[src/rtl/dep_pkg.sv]
// Package with the shared types and constants of the double-ended priority queue.
`default_nettype none

package dep_pkg;

    localparam int KEY_W            = 32;
    localparam int DEFAULT_CAPACITY = 64;
    localparam int DEFAULT_COUNT_W  = 7;

    typedef enum logic [1:0] {
        REQ_INSERT  = 2'd0,
        REQ_DEL_MAX = 2'd1,
        REQ_DEL_MIN = 2'd2
    } t_req_type;

    typedef struct packed {
        logic                    ins;
        logic                    shl;
        logic signed [KEY_W-1:0] key;
    } t_cell_ctrl;

endpackage

`default_nettype wire

[src/rtl/dep_cell.sv]
// One cell of a sorted key chain, holding one key and trading keys with its neighbors.
`default_nettype none

module dep_cell #(
    parameter int IDX     = 0,
    parameter bit DESCEND = 1'b0,
    parameter int COUNT_W = dep_pkg::DEFAULT_COUNT_W
) (
    input  wire logic                             i_clk,
    input  wire dep_pkg::t_cell_ctrl              i_ctrl,
    input  wire logic [COUNT_W-1:0]               i_count,
    input  wire logic signed [dep_pkg::KEY_W-1:0] i_left_key,
    input  wire logic                             i_left_move,
    input  wire logic signed [dep_pkg::KEY_W-1:0] i_right_key,
    output logic signed [dep_pkg::KEY_W-1:0]      o_key,
    output logic signed [dep_pkg::KEY_W-1:0]      o_next_key,
    output logic                                  o_move
);

    logic signed [dep_pkg::KEY_W-1:0] r_key;
    logic                             w_in_range;
    logic                             w_after;

    assign w_in_range = COUNT_W'(IDX) < i_count;
    assign w_after    = DESCEND ? (i_ctrl.key > r_key) : (r_key > i_ctrl.key);

    // A used cell moves one place up when the new key belongs before it (not on a tie); unused cells always move.
    assign o_move = w_in_range ? w_after : 1'b1;

    always_comb begin
        priority if (i_ctrl.ins) begin
            if (o_move) begin
                o_next_key = i_left_move ? i_left_key : i_ctrl.key;
            end else begin
                o_next_key = r_key;
            end
        end else if (i_ctrl.shl) begin
            o_next_key = i_right_key;
        end else begin
            o_next_key = r_key;
        end
    end

    always_ff @(posedge i_clk) begin
        r_key <= o_next_key;
    end

    assign o_key = r_key;

endmodule

`default_nettype wire

[config.mk]
export PLATFORM = sky130hd
export DESIGN_NAME = dep_cell
export DESIGN_NICKNAME = d
export VERILOG_FILES = /design/src/rtl/dep_pkg.sv /design/src/rtl/dep_cell.sv
export SDC_FILE = /design/constraint.sdc
export NUM_CORES = 1
export LEC_CHECK = 0
export BUFFER_PORTS_ARGS = -buffer_cell sky130_fd_sc_hd__buf_4
export CAP_MARGIN = 5
export CORE_AREA = 2 2 90 92
export DETAILED_ROUTE_END_ITERATION = 6
export DIE_AREA = 0 0 92 94
export GPL_ROUTABILITY_DRIVEN = 0
export PLACE_DENSITY = 0.75
export SLEW_MARGIN = 10
export SYNTH_ARGS = -nofsm -noshare
export SYNTH_HDL_FRONTEND = slang
export SYNTH_SLANG_ARGS = --single-unit
[constraint.sdc]
create_clock -name i_clk -period 2.5 [get_ports i_clk]
set_input_delay 0.125 -clock i_clk [delete_from_list [all_inputs] [get_ports i_clk]]
set_output_delay 0.125 -clock i_clk [all_outputs]
set_load 0.03 [all_outputs]
==> results.md <==
- I/O pins: 172
- Clock group share of total power: 0.071
- Max cap viols: 0
- Setup Skew: 0.00215 ns
- Crit-path slowest cell: a2111o_1
- RR Startpoint: o_key[7]
- DP Area: 5490 um2
- GRT overflow: 0
- CP Capture Type: output port
- First-pass GRT wire length: 18,700 um
- Syn Inst Count: 413
- R2R setup slack: -0.23 ns
- Port Buffers: 171
- Initial Util: 0.438
- Final Max Slew Viols: 0
- FFs w/ async S/R, synth: 0
- Max FFs per register: 32
- # DRC: 0
- Number of synthesized flops with an enable pin: 0
- DP HPWL: 8610 um
- Die Width: 92 um
- Row count: 32
- Combinational fraction of design power: 0.773
- Share of layout cells above drive strength 1: 0.551
- Failing checks: setup timing
- Post-synthesis xor/xnor area fraction: 0
- Final core occ: 0.788
- Pwr dens: 1010 nW/um2
- Post-synth top cells: inv_1 (65), nand2_1 (45), a21oi_1 (44), nor2_1 (35)
- Worst min-delay path category: in -> reg
- Sequential share of power: 0.155
- Peak supply drop: 0.000727 V
- Fmax achieved: 322 MHz
- Internal: 3.14 mW
- Cell taking the most area after synthesis: dfxtp_1
- CP cell instances: ha_4 -> nor2b_1 -> o211ai_1 -> a2111o_1 -> o211ai_1 -> a2111o_1 -> o211a_4 -> a21oi_4 -> buf_6 -> clkbuf_16 -> a311oi_4 -> buf_6
- Share of the synthesized area in the top cell type: 0.192
- Pleak: 2.69 nW
- Longest Clk Path Bufs: 2
- CTS Buf Count: 5
- Compound-Gate Fraction of Synth Area: 0.385
- GRT Resource Usage Total: 0.268
- Main combinational cell family by area after synthesis: compound AO/OA/AOI/OAI gates
- CTS tree: yes
- Worst-path fanout max: 8
- Final std cells w/o fill: 735
- DR pass1 iterations: 4
- Hold Path End: o_key[30]
- Post-synth top flop: dfxtp_1
- Worst Max-Slew Pin Slew: 0.664 ns
- Clock Sinks: 32
- WHS Path Cells: 3
- Core area: 7610 um2
- Finished Cell Area: 6000 um2
- Root Driver: clkbuf_8
- Simple-gate share of the synthesized area: 0.124
- Post-synth cell types: 34
- Required time of the critical path: 2.38 ns
- Layout Nets: 771
- Final WS setup: -0.602 ns
- Unrepaired setup endpoints after global routing: true
- Initial DRC Count: 98
- Crit path DAT: 2.98 ns
- Filler Cell Count: 533
- Worst Hold Slack: 0.239 ns
- Avg WL per Cell: 16.3 um
- Worst path max stage delay: 0.37 ns
- FF-to-FF End: o_key[7]
- Min Tclk post-route: 3.10 ns
- NetSw: 2.91 mW
- Synthesized flop and latch total: 32
- Reg2reg path depth: 12
- # diodes: 0
- CTS HTree Levels: 2
- Ys Warns: 0
- Hold Fails Final Rpt: 0
- Via density: 5.38
- Multiplexer area fraction after synthesis: 0.00300
- Cell Count Post-Placement: 713
- Count leader, synth: inv_1
- Avg Inst Size Synth: 8.07 um2
- Syn Nets: 552
- Initial antenna violation count: 0
- Final setup viols: 65
- Vias in the first global route: 4,011
- Worst rel slew slack: 0.557
- Final Total Pwr: 6.05 mW
- Status: finished, violations left
- Sw frac: 0.481
- Dominant cells by area after synthesis: dfxtp_1 (19%), a311oi_2 (13%), ha_1 (12%), a211oi_1 (7.7%), o211ai_1 (7.7%)
- Clk_lat worst skew: 0.28 ns
- Clock slew at reported path FFs: 0.07 ns
- DRT antenna net count: 0
- Min-delay src: i_right_key[30]
- Final Cycle Share: 1.24
- Sequential fraction of the synthesis area: 0.192
- Reg area: 719 um2
- Adder-cell area share of the yosys netlist: 0.120
- Routed vias: 3,956
- Die area: 8650 um2
- Crit start category: flip-flop
- Cts hold-fix bufs: 0
- Largest net degree at the start of global routing: 64
- Footprint of the multi-input gates: 2740 um2
- Layout area overhead: 79.9%
- WS Path Type: reg -> out
- WL final: 12,000 um
- Die height: 94 um
- Synth Cell Area: 3330 um2
==> power groups by stage <==
stage	sequential, mW	clock, mW	combinational [mW]
after CTS	0.937	0.445	4.55
after global placement	0.924	0	4.04
after floorplan	1.34	0	2.31
final	0.940	0.433	4.68
after global routing	0.969	0.467	4.93
after detailed placement	0.930	0	4.12
==> what timing repair did <==
item	in CTS	in global routing
resized for setup	50	13
setup buffers	9	6
cloned	1	1
setup endpoints to repair	65	65
pin swaps	0	32
==> worst max-delay path: cells and delay by family, from the launching register on <==
| kind | cells | cell delay (ns) |
|---|---|---|
| compound gates | 7 | 1.43 |
| buf+inv | 3 | 0.51 |
| flops | 1 | 0.35 |
| fa+ha+maj | 1 | 0.26 |
| simple gates | 1 | 0.13 |
==> cells by family (layout without fill, tap and decap cells) <==
logic type,count (synthesis),in the layout
AOI/OAI and AO/OA,153,153
buffers and inverters,99,319
and+or+nand+nor,96,96
adders and majority gates,32,32
DFF,32,32
muxes,1,1
==> routing by layer <==
metal,global-route usage,up-vias,routed length (um)
met5,0,-,0
li1,-,1950,-
met3,0.0538,13,694
met2,0.506,141,6330
met1,0.307,1852,4850
met4,0.0721,0,119
==> final cells by class <==
class	instances	area share
multi-input combinational	282	0.457
inverter	65	0.0407
tap	102	0.0213
clock buffer	8	0.0150
timing repair buffer	246	0.346
sequential	32	0.120
==> metrics by stage <==
stage                     setup TNS (ns)  setup WS (ns)
after floorplan                    -5.64         -0.121
after global placement            -11.58         -0.283
after detailed placement          -12.37         -0.298
after CTS                         -21.30         -0.583
after global routing              -28.59         -0.698
final                             -22.05         -0.602
==> worst max path at each step <==
stage                          from        endpoint  slack [ns]  cells after the start
after floorplan            o_key[1]       o_key[17]       -0.12                     10
after global placement    o_key[19]  o_next_key[11]       -0.28                     11
after detailed placement  o_key[19]  o_next_key[10]       -0.30                     11
after CTS                  o_key[7]          o_move       -0.58                     13
after global routing       o_key[1]   o_next_key[3]       -0.70                     12
final                      o_key[1]   o_next_key[3]       -0.60                     12
==> layout by cell type, fill, tap and decap left out, types with 2 or more instances in the layout <==
master      n
clkbuf_8    6
a311oi_4   30
dfxtp_4    18
a211oi_1   32
nand2_1    45
a2111o_1    2
dfxtp_2     9
nand4_1     6
a21oi_2    15
a21oi_1    28
a211oi_4    2
clkbuf_1    2
buf_4     205
a21oi_4     3
o211ai_1   34
nor2_1     35
nor4_1      2
inv_1      65
ha_4       13
buf_6      33
nand3_1     2
ha_1       19
dfxtp_1     5
buf_12      7
(Power assumes the default switching activity.)
